**config.mk**
```make
export PLATFORM = sky130hd
export DESIGN_NAME = routing_table_with_aging_core
export DESIGN_NICKNAME = d
export VERILOG_FILES = /design/src/rtl/core/rtwa_pkg.sv /design/src/rtl/core/routing_table_with_aging_core.sv
export VERILOG_INCLUDE_DIRS = /design/src /design/src/rtl/core
export SDC_FILE = /design/constraint.sdc
export NUM_CORES = 1
export LEC_CHECK = 0
export BUFFER_PORTS_ARGS = -buffer_cell sky130_fd_sc_hd__buf_2
export CORE_AREA = 2 2 221 223
export CTS_CLUSTER_SIZE = 10
export DETAILED_ROUTE_END_ITERATION = 7
export DIE_AREA = 0 0 223 225
export GPL_ROUTABILITY_DRIVEN = 0
export PLACE_DENSITY = 0.66
export SKIP_CTS_REPAIR_TIMING = 1
export SYNTH_ARGS = -nofsm -noshare
export SYNTH_HDL_FRONTEND = slang
export SYNTH_SLANG_ARGS = --single-unit
export TNS_END_PERCENT = 20
```
**constraint.sdc**
```tcl
create_clock -name clk -period 6.43 [get_ports clk]
set_input_delay 0.3215 -clock clk [delete_from_list [all_inputs] [get_ports clk]]
set_output_delay 0.3215 -clock clk [all_outputs]
set_load 0.02 [all_outputs]
```
**src/rtl/core/routing_table_with_aging_core_assert.svh**
```systemverilog
// ----------------------------------------------------------------------------
// Routing table assertion macros
// Shared concurrent assertion forms for the routing table core.
// ----------------------------------------------------------------------------
`ifndef ROUTING_TABLE_WITH_AGING_CORE_ASSERT_SVH
`define ROUTING_TABLE_WITH_AGING_CORE_ASSERT_SVH

// Same-cycle implication, checked outside reset.
`define RTWA_ASSERT_SAME(label, clk, rst, ante, cons, msg) \
  label: assert property (@(posedge clk) disable iff (rst) (ante) |-> (cons)) \
    else $error(msg);

// Next-cycle implication, checked outside reset.
`define RTWA_ASSERT_NEXT(label, clk, rst, ante, cons, msg) \
  label: assert property (@(posedge clk) disable iff (rst) (ante) |=> (cons)) \
    else $error(msg);

`endif

```
**src/rtl/core/rtwa_pkg.sv**
```systemverilog
// ----------------------------------------------------------------------------
// Routing table package
// Opcodes, route word layout, controller states and constants.
// ----------------------------------------------------------------------------
`default_nettype none

package rtwa_pkg;

  localparam int DEFAULT_DEPTH = 16;

  localparam logic [15:0] NO_HOP   = 16'hFFFF;
  localparam logic [7:0]  ACT_FULL = 8'hFF;

  typedef enum logic [2:0] {
    OP_INSERT  = 3'd0,
    OP_DELETE  = 3'd1,
    OP_LOOKUP  = 3'd2,
    OP_REFRESH = 3'd3,
    OP_TICK    = 3'd4
  } op_t;

  typedef enum logic [1:0] {
    S_IDLE,
    S_SCAN,
    S_RESP
  } state_t;

  // 64-bit route word, destination in the top bits
  typedef struct packed {
    logic [15:0] dest;
    logic [15:0] hop;
    logic [7:0]  rtt;
    logic [7:0]  ttl;
    logic [7:0]  act;
    logic [7:0]  spare;
  } route_t;

endpackage

`default_nettype wire

```
**src/rtl/core/routing_table_with_aging_core.sv**
```systemverilog
// ----------------------------------------------------------------------------
// Routing table with aging
// Insertion-ordered route store with lookup, delete/compact, refresh and tick.
// ----------------------------------------------------------------------------
// Insert and unused opcodes: done in the cycle after accept; busy holds off the next start until after done.
// Delete, lookup, refresh, tick: one pass over the n live routes through the single
// table memory (one read and one write per cycle); done follows in S_RESP once the scan ends.
// The receiver cannot stall: done is high for one cycle only.
// Reset clears the route count; table words are undefined until written, no clear pass.
`default_nettype none

module routing_table_with_aging_core #(
  parameter int TABLE_DEPTH = rtwa_pkg::DEFAULT_DEPTH,
  localparam int CNT_W = $clog2(TABLE_DEPTH + 1),
  localparam int IDX_W = (TABLE_DEPTH > 1) ? $clog2(TABLE_DEPTH) : 1
) (
  input  wire logic             clk,
  input  wire logic             rst,
  input  wire logic             start,
  output      logic             busy,
  input  wire logic [2:0]       op,
  input  wire logic [15:0]      dest_addr,
  input  wire logic [15:0]      hop_addr,
  input  wire logic [7:0]       round_trip,
  input  wire logic [7:0]       live_time,
  input  wire logic [7:0]       activity_in,
  input  wire logic [7:0]       spare_in,
  output      logic             done,
  output      logic             found,
  output      logic [15:0]      hop_out,
  output      logic             accepted,
  output      logic [CNT_W-1:0] entry_count
);

  localparam logic [CNT_W-1:0] DEPTH_C = CNT_W'(TABLE_DEPTH);
  localparam logic [CNT_W-1:0] ONE_C   = CNT_W'(1);

  rtwa_pkg::state_t state, state_next;
  rtwa_pkg::op_t    op_q;
  logic [15:0]      dest_q;
  logic             found_q;
  logic [15:0]      hop_q;
  logic             accepted_q;
  logic [CNT_W-1:0] live_count;
  logic [CNT_W-1:0] rd_ptr;
  logic [CNT_W-1:0] wr_ptr;
  logic             rd_vld;
  logic [IDX_W-1:0] proc_idx;
  logic [63:0]      rd_data;

  logic [63:0]      mem [TABLE_DEPTH];

  logic             accept;
  logic             issue;
  logic             hit;
  logic             keep;
  logic             wr_en;
  logic [IDX_W-1:0] wr_addr;
  logic [63:0]      wr_data;
  rtwa_pkg::route_t rd_entry;
  rtwa_pkg::route_t upd_entry;
  rtwa_pkg::route_t new_entry;

  assign accept   = start && !busy;
  assign rd_entry = rtwa_pkg::route_t'(rd_data);
  assign hit      = rd_vld && (rd_entry.dest == dest_q);
  assign keep     = rd_vld && !hit && (op_q == rtwa_pkg::OP_DELETE);

  always_comb begin
    new_entry.dest  = dest_addr;
    new_entry.hop   = hop_addr;
    new_entry.rtt   = round_trip;
    new_entry.ttl   = live_time;
    new_entry.act   = activity_in;
    new_entry.spare = spare_in;
  end

  // next state
  always_comb begin
    state_next = state;
    unique case (state)
      rtwa_pkg::S_IDLE: begin
        if (accept) begin
          if (rtwa_pkg::op_t'(op) == rtwa_pkg::OP_DELETE ||
              rtwa_pkg::op_t'(op) == rtwa_pkg::OP_LOOKUP ||
              rtwa_pkg::op_t'(op) == rtwa_pkg::OP_REFRESH ||
              rtwa_pkg::op_t'(op) == rtwa_pkg::OP_TICK) begin
            state_next = rtwa_pkg::S_SCAN;
          end else begin
            state_next = rtwa_pkg::S_RESP;
          end
        end
      end
      rtwa_pkg::S_SCAN: begin
        if (!issue) begin
          state_next = rtwa_pkg::S_RESP;
        end
      end
      rtwa_pkg::S_RESP: begin
        state_next = rtwa_pkg::S_IDLE;
      end
      default: begin
        state_next = rtwa_pkg::S_IDLE;
      end
    endcase
  end

  // outputs and memory controls
  always_comb begin
    busy      = 1'b1;
    done      = 1'b0;
    issue     = 1'b0;
    wr_en     = 1'b0;
    wr_addr   = proc_idx;
    upd_entry = rd_entry;
    wr_data   = rd_data;
    unique case (state)
      rtwa_pkg::S_IDLE: begin
        busy    = 1'b0;
        wr_en   = accept && (rtwa_pkg::op_t'(op) == rtwa_pkg::OP_INSERT) &&
                  (live_count < DEPTH_C);
        wr_addr = live_count[IDX_W-1:0];
        wr_data = new_entry;
      end
      rtwa_pkg::S_SCAN: begin
        issue = (rd_ptr < live_count);
        // writes land at or behind the entry in process, never ahead of the read
        case (op_q)
          rtwa_pkg::OP_REFRESH: begin
            upd_entry.act = rtwa_pkg::ACT_FULL;
            wr_en         = hit;
          end
          rtwa_pkg::OP_TICK: begin
            upd_entry.act = rd_entry.act - 8'd1;
            wr_en         = rd_vld;
          end
          rtwa_pkg::OP_DELETE: begin
            wr_en   = keep;
            wr_addr = wr_ptr[IDX_W-1:0];
          end
          default: begin
            wr_en = 1'b0;
          end
        endcase
        wr_data = upd_entry;
      end
      rtwa_pkg::S_RESP: begin
        done = 1'b1;
      end
      default: begin
        busy = 1'b1;
      end
    endcase
  end

  assign found       = found_q;
  assign hop_out     = hop_q;
  assign accepted    = accepted_q;
  assign entry_count = live_count;

  // table memory: one write port, one registered read port
  always_ff @(posedge clk) begin
    if (wr_en) begin
      mem[wr_addr] <= wr_data;
    end
    if (issue) begin
      rd_data <= mem[rd_ptr[IDX_W-1:0]];
    end
  end

  always_ff @(posedge clk) begin
    if (rst) begin
      state      <= rtwa_pkg::S_IDLE;
      live_count <= '0;
      rd_vld     <= 1'b0;
      rd_ptr     <= '0;
      wr_ptr     <= '0;
    end else begin
      state  <= state_next;
      rd_vld <= issue;
      if (issue) begin
        proc_idx <= rd_ptr[IDX_W-1:0];
        rd_ptr   <= rd_ptr + ONE_C;
      end
      if (accept) begin
        op_q       <= rtwa_pkg::op_t'(op);
        dest_q     <= dest_addr;
        found_q    <= 1'b0;
        hop_q      <= rtwa_pkg::NO_HOP;
        accepted_q <= wr_en;
        rd_ptr     <= '0;
        wr_ptr     <= '0;
        if (wr_en) begin
          live_count <= live_count + ONE_C;
        end
      end
      if (state == rtwa_pkg::S_SCAN) begin
        // tick reports no match
        if (hit && !found_q && op_q != rtwa_pkg::OP_TICK) begin
          found_q <= 1'b1;
          hop_q   <= rd_entry.hop;
        end
        if (keep) begin
          wr_ptr <= wr_ptr + ONE_C;
        end
        if (!issue && op_q == rtwa_pkg::OP_DELETE) begin
          live_count <= wr_ptr + (keep ? ONE_C : '0);
        end
      end
    end
  end

`include "routing_table_with_aging_core_assert.svh"

  `RTWA_ASSERT_SAME(a_count_in_range, clk, rst, 1'b1, live_count <= DEPTH_C, "route count over depth")
  `RTWA_ASSERT_SAME(a_write_behind_read, clk, rst, wr_en && state == rtwa_pkg::S_SCAN, CNT_W'(wr_addr) < rd_ptr, "scan write ahead of read")
  `RTWA_ASSERT_NEXT(a_accept_busy, clk, rst, accept, busy, "accepted word did not raise busy")
  `RTWA_ASSERT_NEXT(a_done_single, clk, rst, done, !done && !busy, "result strobe longer than one cycle")

endmodule

`default_nettype wire
```
==> results of run 1 <==
flip-flops by register name (all words and copies together) (netlist names), 2 cells and up:
register / flops
entry_count: 5
mem: 512
op_q: 3
rd_ptr: 5
hop_out: 16
wr_ptr: 5
proc_idx: 4
dest_q: 16
rd_data: 32
state: 2
logic make-up (layout without fill, tap and decap cells):
kind of cell,Yosys count,count (layout),synth area share
flip-flops,603,603,0.761
multiplexers,196,196,0.170
AND/OR/NAND/NOR,118,118,0.0260
buffers and inverters,69,220,0.0143
AO/OA/AOI/OAI,56,56,0.0150
XOR/XNOR,25,25,0.00929
adder cells (fa/ha/maj),9,9,0.00478
report_power, final:
part	leakage (nW)	internal [mW]	switching [mW]
clock network	0.950	2.04	1.41
registers	5.40	4.39	0.0139
logic	1.89	0.0784	0.189
worst register-to-register path: stages, from the launching register on:
cell	delay, ps
edfxtp_1	410
xnor2_1	400
nand4_1	340
nor4_4	580
xor2_1	130
o41a_1	680
nor4_2	410
buf_4	620
per-layer routing:
| metal | wire, um | share of wire |
|---|---|---|
| met5 | 0 | 0 |
| met4 | 1150 | 0.023 |
| met3 | 3800 | 0.075 |
| met2 | 24100 | 0.48 |
| met1 | 21300 | 0.42 |
through the flow:
step	cell area, sq um	std cells	util
floorplan	23600	1076	-
global placement	24700	1733	0.520
detailed placement	24700	1733	0.520
CTS	26700	1823	0.561
global route	26900	1842	0.565
finish	26900	1842	0.565
cell usage in the layout (no fill, tap or decap), types with 2 or more instances in the layout:
master and instances:
o21ai_1 5, dfxtp_2 2, or3_1 2, clkbuf_1 8
mux2_2 33, nand3_1 9, and3_1 2, edfxtp_1 585
a21oi_1 11, clkinv_2 2, o31ai_1 2, nor4_1 2
xnor2_1 22, xor2_1 3, inv_1 13, o22ai_1 5
dfxtp_4 2, a211oi_1 5, buf_2 62, inv_2 2
clkbuf_16 74, nor2_1 31, nand2_1 34, dlygate4sd3_1 19
mux4_2 160, dfxtp_1 14, nor4_2 16, buf_4 34
and2_1 2, ha_1 9, o21ai_0 16, nand2b_1 2
a21o_1 3, inv_6 4, clkinv_1 2, mux2i_1 3
nand4_1 7
worst max path at each step:
stage / endpoint / depth (start not counted) / slack (ps)
floorplan: mem[4][32] / 8 / 1020
CTS: mem[5][36] / 7 / 2410
detailed placement: mem[5][43] / 7 / 2460
global placement: mem[5][42] / 7 / 2480
global route: mem[12][52] / 7 / 2180
finish: mem[12][52] / 7 / 2450
area by class of cell:
type / count / area [sq um]
flip-flops and latches: 603 / 17900
repair buffers: 115 / 756
fillers: 3417 / 20700
multi-input cells: 404 / 5410
inverters: 15 / 56.3
clock buffers: 82 / 1880
clock inverters: 8 / 52.6
well taps: 615 / 769
==> results_dict.tcl, run 1 <==
set metrics [dict create \
    ys_top_cells_by_count "edfxtp_1 (585), mux4_2 (160), nand2_1 (34), mux2_2 (33), nor2_1 (32)" \
    yosysTopAreaCellShare 0.745 \
    min_to "rd_vld" \
    grt_overflow_total 0 \
    drt_first_pass_iters 5 \
    drtIter0Drc 1334 \
    crit_family "simple AND/OR/NAND/NOR gates" \
    final_max_slew_viol_count 0 \
    grtUsageTotal 0.207 \
    antenna_left 0 \
    max_stage_delay_ps 680 \
    worst_ep_arrival_time_ps 4190 \
    dieArea_sq_mm 0.0502 \
    reg2reg_to "mem[12][52]" \
    drv_cap 0 \
    grt_max_degree 70 \
    areaGrowthSynthToFinish_pct 14.0 \
    cts_root_buf "clkbuf_16" \
    post-place-ws_ps 2460 \
    r2r-start "rd_data[59]" \
    syn_nets 1155 \
    slew_headroom 0.281 \
    finalSetupTns_ps 0 \
    path_clk_slew_ps 60 \
    status "complete, no violations" \
    setup_violations 0 \
    clkLatencyLatePin_ps 590 \
    crit_start "rd_data[59]" \
    viasPerCell 6.10 \
    die_y_um 225 \
    skew_ps 26.4 \
    route.detailed.drc 0 \
    clock-sinks 603 \
    async_flop_share 0 \
    gr-usage-met3 0.0359 \
    yosys.area.top_type "edfxtp_1" \
    io_buffers 62 \
    wire_per_inst_um 27.3 \
    power_density_mw_per_mm2 303 \
    met2_usage 0.322 \
    synth_flop_cell "edfxtp_1" \
    start_util 0.496 \
    p_total_mw 8.13 \
    rsz0062_at_grt "false" \
    reg2reg_slack_ps 2450 \
    critPathKind "flip-flop to flip-flop" \
    hold_class "input port to flip-flop" \
    cp_max_fo 32 \
    core_region_area_sq_mm 0.0475 \
    ys_seq_elements 603 \
    period_share 0.619 \
    critical_path_buf_inv_count 1 \
    start_kind "flip-flop" \
    vdd_ir_drop_max_uv 174 \
    worstHoldPathCells 2 \
    fmax_mhz 251 \
    numCtsBuffers 71 \
    postSynthCellCount 1076 \
    syn-mean-instance-area_sq_um 21.9 \
    layout.nets 1289 \
    groute.layer.met1.usage 0.302 \
    min_period_ps 3980 \
    cts_tree "done" \
    drive_gt1_frac 0.325 \
    crit_path_cell_trace "xnor2_1, nand4_1, nor4_4, xor2_1, o41a_1, nor4_2, buf_4" \
    ys_types 51 \
    grt_pass1_wl_mm 74.6 \
    yosys_warnings 0 \
    htreeDepth 3 \
    critPathRequiredTime_ps 6640 \
    place_hpwl_mm 25.5 \
    busiest_layer "met2" \
    synth_area_leaders "edfxtp_1 (75%), mux4_2 (15%), mux2_2 (1.6%)" \
    synthesis.area_sq_mm 0.0236 \
    pin_count 95 \
    num_vias 11200 \
    cp-end-kind "flip-flop" \
    ys_seq_area_frac 0.761 \
    crit_slowest_cell "o41a_1" \
    synth_most_common_cell "edfxtp_1" \
    grt_pass1_vias 11300 \
    r2r_cells 7 \
    antenna_found_initial 0 \
    leakagePower_nw 8.24 \
    worst_pin_slew_ps 1080 \
    setup_slack_ps 2450 \
    cts_buffer_depth 3 \
    rows 80 \
    drt_wl_total_mm 50.3 \
    synth_edf_count 585 \
    die_x_um 223 \
    finalHoldViolCount 0 \
    hold_ws_ps 97.6 \
    antenna_cells 0 \
    holdCritStartpoint "rst" \
]
(Power assumes the default switching activity.)
==> run 2: changes to the inputs <==
==> constraint.sdc (replaced) <==
create_clock -name clk -period 4 [get_ports clk]
set_input_delay 0.2 -clock clk [delete_from_list [all_inputs] [get_ports clk]]
set_output_delay 0.2 -clock clk [all_outputs]
set_load 0.02 [all_outputs]
==> results_dict.tcl, run 2 (synthesis gave the netlist of run 1 again) <==
set metrics [dict create \
    status "complete, but fails checks" \
    violations "hold timing" \
    worst_pin_slew_ps 1090 \
    htreeDepth 3 \
    drtIter0Drc 1181 \
    min_period_ps 3370 \
    hold_class "input port to flip-flop" \
    route.detailed.drc 0 \
    busiest_layer "met2" \
    grtUsageTotal 0.207 \
    post-place-ws_ps 688 \
    start_util 0.496 \
    multiInputGateArea_sq_mm 0.00549 \
    final_max_slew_viol_count 0 \
    critPathRequiredTime_ps 4250 \
    path_clk_slew_ps 60 \
    wire_per_inst_um 27.2 \
    grt_pass1_wl_mm 75.0 \
    met2_usage 0.335 \
    grt_overflow_total 0 \
    grt_max_degree 63 \
    drive_gt1_frac 0.325 \
    setup_violations 0 \
    fmax_mhz 297 \
    drt_first_pass_iters 7 \
    cts_buffer_depth 3 \
    dieArea_sq_mm 0.0502 \
    hold_ws_ps -23.6 \
    critPathKind "flip-flop to flip-flop" \
    clock-sinks 603 \
    die_y_um 225 \
    vdd_ir_drop_max_uv 272 \
    top_register "mem" \
    layout.nets 1296 \
    cp_max_fo 17 \
    drv_cap 0 \
    areaGrowthSynthToFinish_pct 15.2 \
    antenna_left 0 \
    antenna_found_initial 0 \
    antenna_cells 0 \
    start_kind "flip-flop" \
    layout_common_cells "edfxtp_1 (585), mux4_2 (160), clkbuf_16 (73)" \
    cts_tree "done" \
    fin_util 0.571 \
    viasPerCell 6.05 \
    reg2reg_slack_ps 630 \
    layout_commonest_cell "edfxtp_1" \
    io_buffers 62 \
    gr-usage-met3 0.0302 \
    rows 80 \
    slew_headroom 0.269 \
    place_hpwl_mm 26.6 \
    placed_area_sq_mm 0.0251 \
    seqCellArea_sq_mm 0.0179 \
    drt_wl_total_mm 50.3 \
    clkLatencyLatePin_ps 580 \
    top_regs "mem x512, rd_data x32" \
    cp-end-kind "flip-flop" \
    pin_count 95 \
    finalHoldViolCount 3 \
    cts_root_buf "clkbuf_16" \
    grt_pass1_vias 11500 \
    n_fill_cell 3390 \
    rsz0062_at_grt "false" \
    groute.layer.met1.usage 0.298 \
    power_density_mw_per_mm2 479 \
    finalSetupTns_ps 0 \
    final_area_sq_mm 0.0272 \
    setup_slack_ps 631 \
    leakagePower_nw 8.32 \
    skew_ps 20.8 \
    numCtsBuffers 70 \
    period_share 0.842 \
    die_x_um 223 \
    largest_register_ffs 512 \
    num_vias 11200 \
    core_region_area_sq_mm 0.0475 \
    worst_ep_arrival_time_ps 3620 \
]
[run 2: cell types whose count changed in the layout (fill, tap and decap cells not counted), sizes merged]
cell    change
clkinv      -3
inv         -4
clkbuf      +7
buf         +8
[run 2: cell type report]
type	count	area share
Multi-Input combinational cell	404	0.202
Clock inverter	1	0.000184
Tap cell	615	0.0283
Inverter	15	0.00207
Sequential cell	603	0.660
Clock buffer	89	0.0695
Timing Repair Buffer	123	0.0374
[run 2: worst paths after layout]
kind	cells past startpoint	endpoint	from
setup reg to reg	8	mem[0][35]	rd_data[52]
setup / recovery	8	mem[0][35]	rd_data[52]
hold reg to reg	2	rd_ptr[4]	rd_ptr[4]
hold / removal	2	rd_vld	rst
[run 2: stage by stage]
stage | power [mW] | cells
floorplan | 7.47 | 1076
global placement | 7.63 | 1741
detailed placement | 7.65 | 1741
CTS | 13.1 | 1831
global route | 13.4 | 1850
finish | 13.0 | 1850
[run 2: worst max-delay path, cell delays in order (launching register included)]
cell      delay, ps
edfxtp_1        420
xnor2_1         460
nand4_1         230
nor4_4          410
xor2_1          120
o41a_1          330
buf_4           260
nor4_2          470
buf_4           340
[run 2: metal layers]
metal | vias to the layer above | part of all wire
li1 | 4762 | -
met2 | 387 | 0.49
met3 | 70 | 0.058
met5 | - | 0
met4 | 0 | 0.020
met1 | 5968 | 0.43
[run 2: where the power goes]
group          leakage [nW]  switching [mW]  total (mW)  internal [mW]
Clock                 0.922            2.23        5.48           3.25
Combinational          2.00           0.323       0.458          0.135
Sequential             5.40          0.0220        7.08           7.06
Total                  8.32            2.57        13.0           10.4
